### src/hdl/bhm_pkg.sv
// Shared types, codes and helper functions of the bucketed hash map engine.
// No dependencies; every other file refers to this package by scoped names.
package bhm_pkg;

  localparam int KWORDS = 6;
  localparam int WORD_BITS = 64;
  localparam logic [31:0] CRC_POLY = 32'h82F63B78;
  localparam logic [31:0] CRC_INIT = 32'hFFFFFFFF;
  // Last byte index of the CRC walk for six and for four key words.
  localparam logic [5:0] CRC_LAST_SIX = 6'd47;
  localparam logic [5:0] CRC_LAST_FOUR = 6'd31;

  localparam logic [2:0] OP_INSERT = 3'd0;
  localparam logic [2:0] OP_LOOKUP = 3'd1;
  localparam logic [2:0] OP_REMOVE = 3'd2;
  localparam logic [2:0] OP_OCCUPANCY = 3'd3;
  localparam logic [2:0] OP_CLEAR = 3'd4;

  localparam logic [2:0] ST_INSERTED = 3'd0;
  localparam logic [2:0] ST_PRESENT = 3'd1;
  localparam logic [2:0] ST_FULL = 3'd2;
  localparam logic [2:0] ST_FOUND = 3'd3;
  localparam logic [2:0] ST_NOT_FOUND = 3'd4;
  localparam logic [2:0] ST_DONE = 3'd5;

  localparam logic [1:0] MODE_SIX = 2'd0;
  localparam logic [1:0] MODE_FOUR = 2'd1;

  localparam logic CFG_KEY_MODE = 1'b0;
  localparam logic CFG_HASH_KIND = 1'b1;

  typedef enum logic [2:0] {
    S_CLEAR,
    S_IDLE,
    S_HASH,
    S_READ,
    S_DECIDE
  } state_t;

  typedef struct packed {
    logic cap;
    logic crc_step;
    logic rd_en;
    logic commit;
    logic clr_en;
  } bhm_cmd_t;

  typedef struct packed {
    logic in_clear;
    logic in_crc;
    logic crc_last;
    logic clr_last;
    logic out_busy;
  } bhm_sts_t;

  // One byte through reflected CRC32C, eight shift steps.
  function automatic logic [31:0] crc_byte(input logic [31:0] crc, input logic [7:0] b);
    logic [31:0] c;
    c = crc ^ {24'd0, b};
    for (int k = 0; k < 8; k++) begin
      c = (c >> 1) ^ (CRC_POLY & {32{c[0]}});
    end
    return c;
  endfunction

endpackage

### src/hdl/bhm_ctrl.sv
// Sequencing state machine of the bucketed hash map engine.
// Depends on bhm_pkg for the state type and the command and status structs.
module bhm_ctrl (
  input  logic              clk,
  input  logic              rst,
  input  logic              in_valid,
  output logic              in_stall,
  input  bhm_pkg::bhm_sts_t sts,
  output bhm_pkg::bhm_cmd_t cmd
);

  bhm_pkg::state_t state, state_next;
  logic report, report_next;

  always_ff @(posedge clk) begin
    if (rst) begin
      state <= bhm_pkg::S_CLEAR;
      report <= 1'b0;
    end else begin
      state <= state_next;
      report <= report_next;
    end
  end

  always_comb begin
    state_next = state;
    report_next = report;
    cmd = '0;
    in_stall = 1'b1;
    case (state)
      bhm_pkg::S_CLEAR: begin
        cmd.clr_en = 1'b1;
        if (sts.clr_last) begin
          state_next = report ? bhm_pkg::S_DECIDE : bhm_pkg::S_IDLE;
        end
      end
      bhm_pkg::S_IDLE: begin
        in_stall = 1'b0;
        if (in_valid) begin
          cmd.cap = 1'b1;
          if (sts.in_clear) begin
            state_next = bhm_pkg::S_CLEAR;
            report_next = 1'b1;
          end else if (sts.in_crc) begin
            state_next = bhm_pkg::S_HASH;
          end else begin
            state_next = bhm_pkg::S_READ;
          end
        end
      end
      bhm_pkg::S_HASH: begin
        cmd.crc_step = 1'b1;
        if (sts.crc_last) begin
          state_next = bhm_pkg::S_READ;
        end
      end
      bhm_pkg::S_READ: begin
        cmd.rd_en = 1'b1;
        state_next = bhm_pkg::S_DECIDE;
      end
      bhm_pkg::S_DECIDE: begin
        if (!sts.out_busy) begin
          cmd.commit = 1'b1;
          report_next = 1'b0;
          state_next = bhm_pkg::S_IDLE;
        end
      end
      default: begin
        state_next = bhm_pkg::S_IDLE;
      end
    endcase
  end

  // The input side is closed for the whole clearing sweep.
  a_clear_stalls: assert property (@(posedge clk) disable iff (rst)
    (state == bhm_pkg::S_CLEAR) |-> in_stall)
    else $error("input open during clearing sweep");
  // A commit always returns the machine to idle.
  a_commit_idle: assert property (@(posedge clk) disable iff (rst)
    cmd.commit |=> (state == bhm_pkg::S_IDLE))
    else $error("commit did not return to idle");
  // The hash walk is only entered from a captured item.
  a_hash_entry: assert property (@(posedge clk) disable iff (rst)
    $rose(state == bhm_pkg::S_HASH) |-> $past(cmd.cap))
    else $error("hash walk entered without a capture");

endmodule

### config.mk
export PLATFORM = sky130hd
export DESIGN_NAME = bhm_ctrl
export DESIGN_NICKNAME = d
export VERILOG_FILES = /design/src/hdl/bhm_pkg.sv /design/src/hdl/bhm_ctrl.sv
export SDC_FILE = /design/constraint.sdc
export NUM_CORES = 1
export LEC_CHECK = 0
export BUFFER_PORTS_ARGS = -buffer_cell sky130_fd_sc_hd__buf_2
export CORE_AREA = 2 2 39 41
export DETAILED_ROUTE_END_ITERATION = 6
export DIE_AREA = 0 0 41 43
export PLACE_DENSITY_LB_ADDON = 0.2
export SYNTH_ARGS = -nofsm -noshare
export SYNTH_HDL_FRONTEND = slang
export SYNTH_SLANG_ARGS = --single-unit
### constraint.sdc
create_clock -name clk -period 1.7 [get_ports clk]
set_input_delay 0.255 -clock clk [delete_from_list [all_inputs] [get_ports clk]]
set_output_delay 0.255 -clock clk [all_outputs]
set_load 0.01 [all_outputs]
* Word-level counts from Yosys, hierarchy flattened
Cells that the tools add are included.
** Cells by class
- Equal/unequal tests :: 9
- Muxes and demuxes :: 20
- Reductions and logical operators :: 4
** Operator list (number)
- $mux W3 :: 6
- $pmux W3 S5 :: 1
- $mux W1 :: 12
- $ne A2 B2 Y1 const B :: 5
- $reduce_and A4 Y1 :: 2
- $eq A3 B2 Y1 const B :: 2
- $eq A3 B1 Y1 const B :: 1
- $eq A3 B3 Y1 const B :: 1
- $logic_not A3 Y1 :: 1
- $pmux W1 S2 :: 1
- $reduce_bool A2 Y1 :: 1
** Word-level totals
- Register bits :: 4
- Logic and storage cells :: 35
- Output and inout bits :: 6
- Bits of input ports :: 8

* Logic depth before layout (Yosys ltp)
Gate-level depths: netlist of the first run.
- Word-level depth :: 4
- Gate-level depth with buffers :: 4
- Depth with buffers taken out :: 3

* Least setup slack after synthesis of the first run
Ideal clock, no wire load.
- Path type :: register -> output
- Start point :: register state[1]
- End point :: output port cmd[1] in the netlist's numbering
- Buffers on the path :: 1
- Arrival :: 834 ps
- Data required time :: 1445 ps
- Slack :: 611 ps
- Stages on the path, launching flop included :: 3
- Cells stage by stage :: dfxtp_1 -> buf_6 -> nor4b_2
** RTL lines
- from (decl) :: RTL line bhm_ctrl.sv:12 : bhm_pkg::state_t state, state_next;
- from (signal assigned) :: RTL line bhm_ctrl.sv:17 : state <= bhm_pkg::S_CLEAR;
- from (signal assigned) :: RTL line bhm_ctrl.sv:20 : state <= state_next;
- to (decl) :: RTL line bhm_ctrl.sv:9 : output bhm_pkg::bhm_cmd_t cmd

==> out/results.tsv, run 1 <==
metric	value	unit
cts_max_level	1	
syn_to_final_growth	35.2	%
critical_path.max_stage_delay	0.40	ns
fin_nets	56	
hold_viol_final	0	
cts_num_sinks	4	
reg2reg_depth	3	
start_kind	register	
finalPower	0.285	mW
rsz0062_at_grt	no	
crit_type	reg2out	
grt_usage	8.44	%
drive_gt1_share	43.5	%
final_cell_mix	buf_2 (13), dfxtp_1 (4), clkbuf_4 (3)	
ant_nets	0	
layout_commonest_cell	buf_2	
grt_max_degree	12	
yosysTopAreaCellShare	29.2	%
place_ws	0.483	ns
grt_pass1_vias	240	
timing.rr.end	report$_SDFFE_PP0P_	
vdd_drop_max	0.297	mV
n_antenna_cell	0	
r2r_start	state[1]$_SDFFE_PP0P_	
finClkSkew	0.00108	ns
fin_tns_setup	0	ns
grt_pass1_wl	979	um
ys_types	22	
nFillCells	159	
crit_arrival	1.19	ns
drt_iter0_drc	0	
dieArea	1760	um^2
root_buffer	clkbuf_4	
first_pass_iters	1	
vias	265	
post-route-period-util	85.2	%
syn_nets	39	
syn-instance-count	31	
cts_made_buffers	3	
power.density	770	nW/um^2
endpoint_kind	primary output	
overflow	0	
port_buffers	13	
worstSetupStartpoint	state[1]$_SDFFE_PP0P_	
clk_pin_slew	0.04	ns
relSlewSlack	75.9	%
slew_viol_final	0	
layout_min_cycle_time	1.45	ns
min_path_type	in2reg	
synthTopCellsByArea	dfxtp_1 (29%), mux2i_1 (7.3%), and4bb_4 (5.9%)	
hold_ws	0.257	ns
routedWlPerCell	9.95	um
initial_core_util	19.8	%
die_w	41	um
gp_congestion	0.677	
cellLeakagePower	0.171	nW
yosysTopAreaCell	dfxtp_1	
coreArea	1380	um^2
remaining_drc_errors	0	
synth.avg_cell_area	8.84	um^2
setup_ws	0.252	ns
ios	14	
status	complete, no violations	
ys_seq_area_share	29.2	%
ctsResizeCount	0	
required	1.44	ns
netlist_area	274	um^2
grt_antenna_before_repair	0	
insertion_delay	0.23	ns
critical_path.cell_chain	nor4b_2 -> buf_2	
hold_buffers	0	
cts_setup_buffers	0	
crit_end	cmd[1]	
critical_path.top_delay_family	flip-flops	
num_rows	14	
clockBufferDepth	2	
synth_warnings	0	
tightest_slew	0.361	ns
routed_wl	617	um
cts_tree	yes	
post-dp-hpwl	503	um
ys_ff_latch	4	
cp_max_fo	11	
viasPerCell	4.27	
timing.fmax	0.691	GHz
crit_buf_inv	1	
cp_num_cells	2	
slowest_stage	dfxtp_1	
ff2ff_setup_slack	0.56	ns
die_y	43	um
report.final.setup_viol	0	
maxCapViolCount	0	
[worst reg2reg max path, cell delays in order (launching register included)]
cell      delay (ns)
dfxtp_1         0.53
and4bb_4        0.29
a21oi_2         0.15
nor3_2          0.05
[state kept, by name, indices dropped and copies added, names as in the netlist]
name    flops
report      1
state       3
[worst min-delay path by stage]
stage | start | slack (ns) | depth (start not counted) | endpoint
after floorplan | rst | 0.32 | 1 | state[2]$_SDFFE_PP0P_
after global placement | rst | 0.50 | 2 | report$_SDFFE_PP0P_
after detailed placement | rst | 0.49 | 2 | report$_SDFFE_PP0P_
after CTS | rst | 0.24 | 2 | report$_SDFFE_PP0P_
after global routing | rst | 0.25 | 2 | report$_SDFFE_PP0P_
final | rst | 0.26 | 2 | report$_SDFFE_PP0P_
[metrics by stage]
stage	instances	util [%]	instance area [um^2]
floorplan	31	-	274
global route	62	26.8	370
finish	62	26.8	370
detailed placement	59	25.1	348
CTS	62	26.8	370
global placement	59	25.1	348
[power breakdown]
| part | total (mW) | leakage, nW | internal (mW) | switching [mW] |
|---|---|---|---|---|
| clock network | 0.113 | 0.0138 | 0.0787 | 0.0343 |
| registers | 0.112 | 0.0327 | 0.100 | 0.0113 |
| logic | 0.0604 | 0.125 | 0.0327 | 0.0277 |
[synthesized netlist by cell type]
library cell	count
nor3b_1	1
nor3_2	1
nand2_1	1
and2_1	2
mux2i_1	2
and2b_1	1
buf_6	1
inv_1	1
o21ai_0	1
nand2b_1	1
and4bb_4	1
a21oi_1	2
dfxtp_1	4
nor4b_2	1
nor2b_1	1
o21a_1	1
nor3_1	2
and3b_1	1
and3_1	1
nor2_1	2
a21oi_2	1
o21ai_1	2
[cells by family (layout without fill, tap and decap cells)]
logic type             after synthesis  in the layout  share of synthesized area [%]
AOI/OAI and AO/OA                    7              7                           15.1
buffers and inverters                2             17                           5.48
and+or+nand+nor                     16             16                           42.9
muxes                                2              2                           7.31
DFF                                  4              4                           29.2
[per-layer routing]
metal  share of wire (%)  global-route usage [%]  wire length, um  vias to the layer above
li1                    -                       -                -                      141
met3                 9.2                    1.57               57                        0
met5                   0                       0                0                        -
met1                  46                    11.9              284                      115
met4                   0                    8.00                0                        0
met2                  45                    10.0              275                        9
[layout make-up]
class                      count  area, um^2  share of cell area [%]
timing repair buffer          13        65.1                    17.6
multi-input combinational     25         179                    48.3
tap                           16        20.0                    5.41
clock buffer                   3        22.5                    6.08
inverter                       1        3.75                    1.01
sequential                     4        80.1                    21.6
(Power assumes the default switching activity.)
==> run 2: changes to the inputs <==
--- a/config.mk
+++ b/config.mk
@@ -6,9 +6,9 @@
 export NUM_CORES = 1
 export LEC_CHECK = 0
 export BUFFER_PORTS_ARGS = -buffer_cell sky130_fd_sc_hd__buf_2
-export CORE_AREA = 2 2 39 41
+export CORE_AREA = 5 5 42 44
 export DETAILED_ROUTE_END_ITERATION = 6
-export DIE_AREA = 0 0 41 43
+export DIE_AREA = 0 0 47 49
 export PLACE_DENSITY_LB_ADDON = 0.2
 export SYNTH_ARGS = -nofsm -noshare
 export SYNTH_HDL_FRONTEND = slang
==> out/results.tsv, run 2 (synthesis results as in run 1) <==
metric	value	unit	change
status	complete, no violations		unchanged
ios	14		unchanged
cts_num_sinks	4		unchanged
seqPwrFrac	38.9	%	was 39.2%
crit_type	reg2out		unchanged
remaining_drc_errors	0		unchanged
netSwitchingFraction	25.9	%	was 25.7%
place_ws	0.507	ns	was 0.483 ns
timing.rr.end	report$_SDFFE_PP0P_		unchanged
endpoint_kind	primary output		unchanged
fin_tns_setup	0	ns	unchanged
timing.fmax	0.699	GHz	was 0.691 GHz
finClkSkew	0.000790	ns	was 0.00108 ns
largest-register	state		unchanged
top_regs	state x3, report x1		unchanged
clockBufferDepth	2		unchanged
regArea	80.1	um^2	unchanged
routed_wl	647	um	was 617 um
final_cell_mix	buf_2 (13), dfxtp_1 (4), clkbuf_4 (3)		unchanged
drive_gt1_share	43.5	%	unchanged
report.final.setup_viol	0		unchanged
insertion_delay	0.23	ns	about the same
vias	264		was 265
hold_viol_final	0		unchanged
grt_antenna_before_repair	0		unchanged
routedWlPerCell	10.4	um	was 9.95 um
cellInternalPower	0.212	mW	about the same
initial_core_util	19.6	%	was 19.8%
cp_max_fo	11		unchanged
gp_congestion	0.672		was 0.677
p_comb_share	21.6	%	was 21.2%
grt_pass1_vias	259		was 240
grt_usage	6.34	%	was 8.44%
layout_commonest_cell	buf_2		unchanged
finalPower	0.286	mW	was 0.285 mW
cts_setup_buffers	0		unchanged
final_cell_area	370	um^2	unchanged
root_buffer	clkbuf_4		unchanged
crit_arrival	1.18	ns	was 1.19 ns
drt_iter0_drc	2		was 0
postPlaceCellArea	348	um^2	unchanged
overflow	0		unchanged
largest_reg_flops	3		unchanged
power.density	772	nW/um^2	was 770 nW/um^2
first_pass_iters	2		was 1
die_y	49	um	was 43 um
pwr-share-clk	39.4	%	was 39.6%
post-route-period-util	84.2	%	was 85.2%
dieArea	2300	um^2	was 1760 um^2
coreArea	1400	um^2	was 1380 um^2
start_kind	register		unchanged
grt_max_degree	12		unchanged
maxCapViolCount	0		unchanged
tightest_slew	0.351	ns	was 0.361 ns
multi_input_area	179	um^2	unchanged
r2r_start	state[1]$_SDFFE_PP0P_		unchanged
n_antenna_cell	0		unchanged
fin_nets	56		unchanged
cts_made_buffers	3		unchanged
required	1.44	ns	about the same
worstSetupStartpoint	state[1]$_SDFFE_PP0P_		unchanged
crit_end	cmd[4]		was cmd[1]
reg2reg_depth	3		unchanged
grt_use_met3	1.48	%	was 1.57%
relSlewSlack	76.6	%	was 75.9%
grt_pass1_wl	1.04	mm	was 979 um
rsz0062_at_grt	no		unchanged
viasPerCell	4.26		was 4.27
top_usage_layer	met1		unchanged
nFillCells	156		was 159
port_buffers	13		unchanged
netSwitchingPower	0.0740	mW	was 0.0732 mW
cts_tree	yes		unchanged
layout_min_cycle_time	1.43	ns	was 1.45 ns
setup_ws	0.269	ns	was 0.252 ns
die_w	47	um	was 41 um
grt_use_met2	8.14	%	was 10.0%
ant_nets	0		unchanged
syn_to_final_growth	35.2	%	unchanged
ctsResizeCount	0		unchanged
num_rows	14		unchanged
cts_max_level	1		unchanged
clk_pin_slew	0.03	ns	was 0.04 ns
vdd_drop_max	0.365	mV	was 0.297 mV
cellLeakagePower	0.171	nW	unchanged
min_path_type	in2reg		unchanged
globalRouteMet1Util	8.35	%	was 11.9%
slew_viol_final	0		unchanged
ff2ff_setup_slack	0.58	ns	was 0.56 ns
hold_buffers	0		unchanged
run 2: cell counts in the layout (fill, tap and decap cells not counted):
Identical to the previous run, type by type.
run 2: power by group through the flow:
stage | combinational (mW) | clock, mW | sequential, mW
3_5_place_dp | 0.0631 | 0 | 0.113
4_1_cts | 0.0632 | 0.121 | 0.111
2_1_floorplan | 0.0413 | 0 | 0.108
5_1_grt | 0.0700 | 0.124 | 0.112
3_3_place_gp | 0.0631 | 0 | 0.113
6_report | 0.0618 | 0.113 | 0.111
run 2: worst max-delay path, stage by stage (launching register included):
cell and delay [ns]:
dfxtp_1 0.52, and4bb_4 0.29, buf_2 0.13
run 2: cell type report:
| class | instances | share of cell area, % |
|---|---|---|
| Multi-Input combinational cell | 25 | 48.3 |
| Timing Repair Buffer | 13 | 17.6 |
| Sequential cell | 4 | 21.6 |
| Clock buffer | 3 | 6.08 |
| Tap cell | 16 | 5.41 |
| Inverter | 1 | 1.01 |
run 2: worst min path at each step:
stage	to	cells after the start	start	slack, ns
6_report	report$_SDFFE_PP0P_	2	rst	0.25
3_5_place_dp	report$_SDFFE_PP0P_	2	rst	0.49
2_1_floorplan	state[2]$_SDFFE_PP0P_	1	rst	0.32
4_1_cts	report$_SDFFE_PP0P_	2	rst	0.24
3_3_place_gp	report$_SDFFE_PP0P_	2	rst	0.49
5_1_grt	report$_SDFFE_PP0P_	2	rst	0.26
run 2: per-stage QoR:
stage,util (%),hold WS (ns),cells
after detailed placement,24.8,0.486,59
after CTS,26.4,0.238,62
after floorplan,-,0.324,31
after global placement,24.8,0.494,59
final,26.4,0.246,62
after global routing,26.4,0.259,62
run 2: layer usage:
metal	wire, um	vias to the layer above
met3	71	2
met1	280	111
met2	279	10
met4	15	0
met5	0	-
li1	-	141
==> run 3: changes to the inputs <==
==> constraint.sdc (replaced) <==
create_clock -name clk -period 1.3 [get_ports clk]
set_input_delay 0.195 -clock clk [delete_from_list [all_inputs] [get_ports clk]]
set_output_delay 0.195 -clock clk [all_outputs]
set_load 0.01 [all_outputs]
==> out/results.tsv, run 3 (synthesis results as in run 1) <==
metric	value	unit	change
status	complete, no violations		unchanged
relSlewSlack	84.7	%	was 76.6%
cts_num_sinks	4		unchanged
routed_wl	720	um	was 647 um
largest-register	state		unchanged
drt_iter0_drc	2		unchanged
syn_to_final_growth	54.3	%	was 35.2%
n_antenna_cell	0		unchanged
start_kind	register		unchanged
final_cell_mix	buf_2 (13), buf_4 (4), clkbuf_4 (3), dfxtp_4 (3)		was buf_2 (13), dfxtp_1 (4), clkbuf_4 (3)
viasPerCell	4.47		was 4.26
top_usage_layer	met2		was met1
layout_commonest_cell	buf_2		unchanged
min_path_cells	2		unchanged
root_buffer	clkbuf_4		unchanged
timing.fmax	0.794	GHz	
grt_max_degree	12		unchanged
grt_pass1_wl	1.06	mm	was 1.04 mm
regArea	91.3	um^2	was 80.1 um^2
gp_congestion	0.667		was 0.672
ios	14		unchanged
slew_viol_final	0		unchanged
coreArea	1400	um^2	unchanged
vdd_drop_max	0.501	mV	was 0.365 mV
final_cell_area	423	um^2	was 370 um^2
clk_pin_slew	0.04	ns	was 0.03 ns
top_regs	state x3, report x1		unchanged
num_rows	14		unchanged
layout_min_cycle_time	1.26	ns	
grt_use_met3	1.48	%	unchanged
post-dp-hpwl	556	um	
report.final.setup_viol	0		unchanged
reg2reg_depth	4		was 3
hold_end	report$_SDFFE_PP0P_		unchanged
ff2ff_setup_slack	0.24	ns	was 0.58 ns
vias	295		was 264
fin_tns_setup	0	ns	unchanged
grt_pass1_vias	248		was 259
post-route-period-util	96.8	%	
initial_core_util	19.6	%	unchanged
globalRouteMet1Util	8.35	%	unchanged
endpoint_kind	primary output		unchanged
min_path_type	in2reg		unchanged
rsz0062_at_grt	yes		was no
drive_gt1_share	56.0	%	was 43.5%
die_y	49	um	unchanged
tightest_slew	0.229	ns	was 0.351 ns
remaining_drc_errors	0		unchanged
overflow	0		unchanged
cts_max_level	1		unchanged
required	1.11	ns	was 1.44 ns
cp_max_fo	8		was 11
finClkSkew	0.000738	ns	was 0.000790 ns
crit_arrival	1.06	ns	was 1.18 ns
maxCapViolCount	0		unchanged
hold_viol_final	0		unchanged
fin_nets	60		was 56
grt_use_met2	8.37	%	was 8.14%
die_w	47	um	unchanged
cellLeakagePower	0.196	nW	was 0.171 nW
cts_made_buffers	3		unchanged
r2r_start	state[1]$_SDFFE_PP0P_		unchanged
power.density	918	nW/um^2	was 772 nW/um^2
first_pass_iters	2		unchanged
crit_type	reg2out		unchanged
timing.rr.end	state[0]$_SDFFE_PP0P_		was report$_SDFFE_PP0P_
ant_nets	0		unchanged
nFillCells	158		was 156
grt_usage	6.41	%	was 6.34%
clockBufferDepth	2		unchanged
largest_reg_flops	3		unchanged
postPlaceCellArea	348	um^2	unchanged
port_buffers	13		unchanged
min_from	rst		unchanged
routedWlPerCell	10.9	um	was 10.4 um
cts_tree	yes		unchanged
dieArea	2300	um^2	unchanged
multi_input_area	190	um^2	was 179 um^2
grt_antenna_before_repair	0		unchanged
insertion_delay	0.23	ns	about the same
## run 3: critical path: stages (launching register included)
cell	delay [ns]
dfxtp_4	0.36
and4bb_4	0.34
buf_2	0.13
## run 3: power by group
part	total (mW)	switching, mW	internal, mW
sequential	0.145	0.0156	0.130
clock	0.149	0.0458	0.103
combinational	0.0940	0.0417	0.0523
total	0.388	0.103	0.285
## run 3: worst max path at each step
stage | start | end | slack [ns] | cells past startpoint
3_3_place_gp | state[1]$_SDFFE_PP0P_ | report$_SDFFE_PP0P_ | 0.16 | 3
6_report | state[1]$_SDFFE_PP0P_ | cmd[4] | 0.04 | 2
4_1_cts | state[1]$_SDFFE_PP0P_ | cmd[4] | 0.0001 | 2
2_1_floorplan | state[1]$_SDFFE_PP0P_ | report$_SDFFE_PP0P_ | 0.26 | 3
5_1_grt | state[2]$_SDFFE_PP0P_ | cmd[2] | -0.007 | 4
3_5_place_dp | state[1]$_SDFFE_PP0P_ | cmd[1] | 0.17 | 2
## run 3: layout make-up
class / instances / area share, %
Sequential cell: 4 / 21.6
Timing Repair Buffer: 17 / 22.5
Multi-Input combinational cell: 25 / 45.0
Tap cell: 16 / 4.73
Clock buffer: 3 / 5.33
Inverter: 1 / 0.888
## run 3: timing repair
| item | CTS | global route |
|---|---|---|
| pin swaps | 1 | 2 |
| gates cloned | 0 | 0 |
| resized for setup | 5 | 3 |
| endpoints found under the setup margin | 3 | 3 |
| buffers inserted | 0 | 4 |
| hold buffers | 0 | 0 |
## run 3: per-layer routing
metal,routed length [um],vias to the layer above
met5,0,-
met3,69,2
met2,320,10
met4,15,0
li1,-,150
met1,315,133
## run 3: through the flow
| step | power (mW) | util (%) | setup WS, ns | std cells | hold WS [ns] |
|---|---|---|---|---|---|
| floorplan | 0.196 | - | 0.259 | 31 | 0.264 |
| global placement | 0.231 | 24.8 | 0.164 | 59 | 0.433 |
| detailed placement | 0.229 | 24.8 | 0.167 | 59 | 0.427 |
| CTS | 0.392 | 27.5 | 0.0000957 | 62 | 0.178 |
| global route | 0.413 | 30.2 | -0.00742 | 66 | 0.199 |
| finish | 0.388 | 30.2 | 0.0413 | 66 | 0.181 |
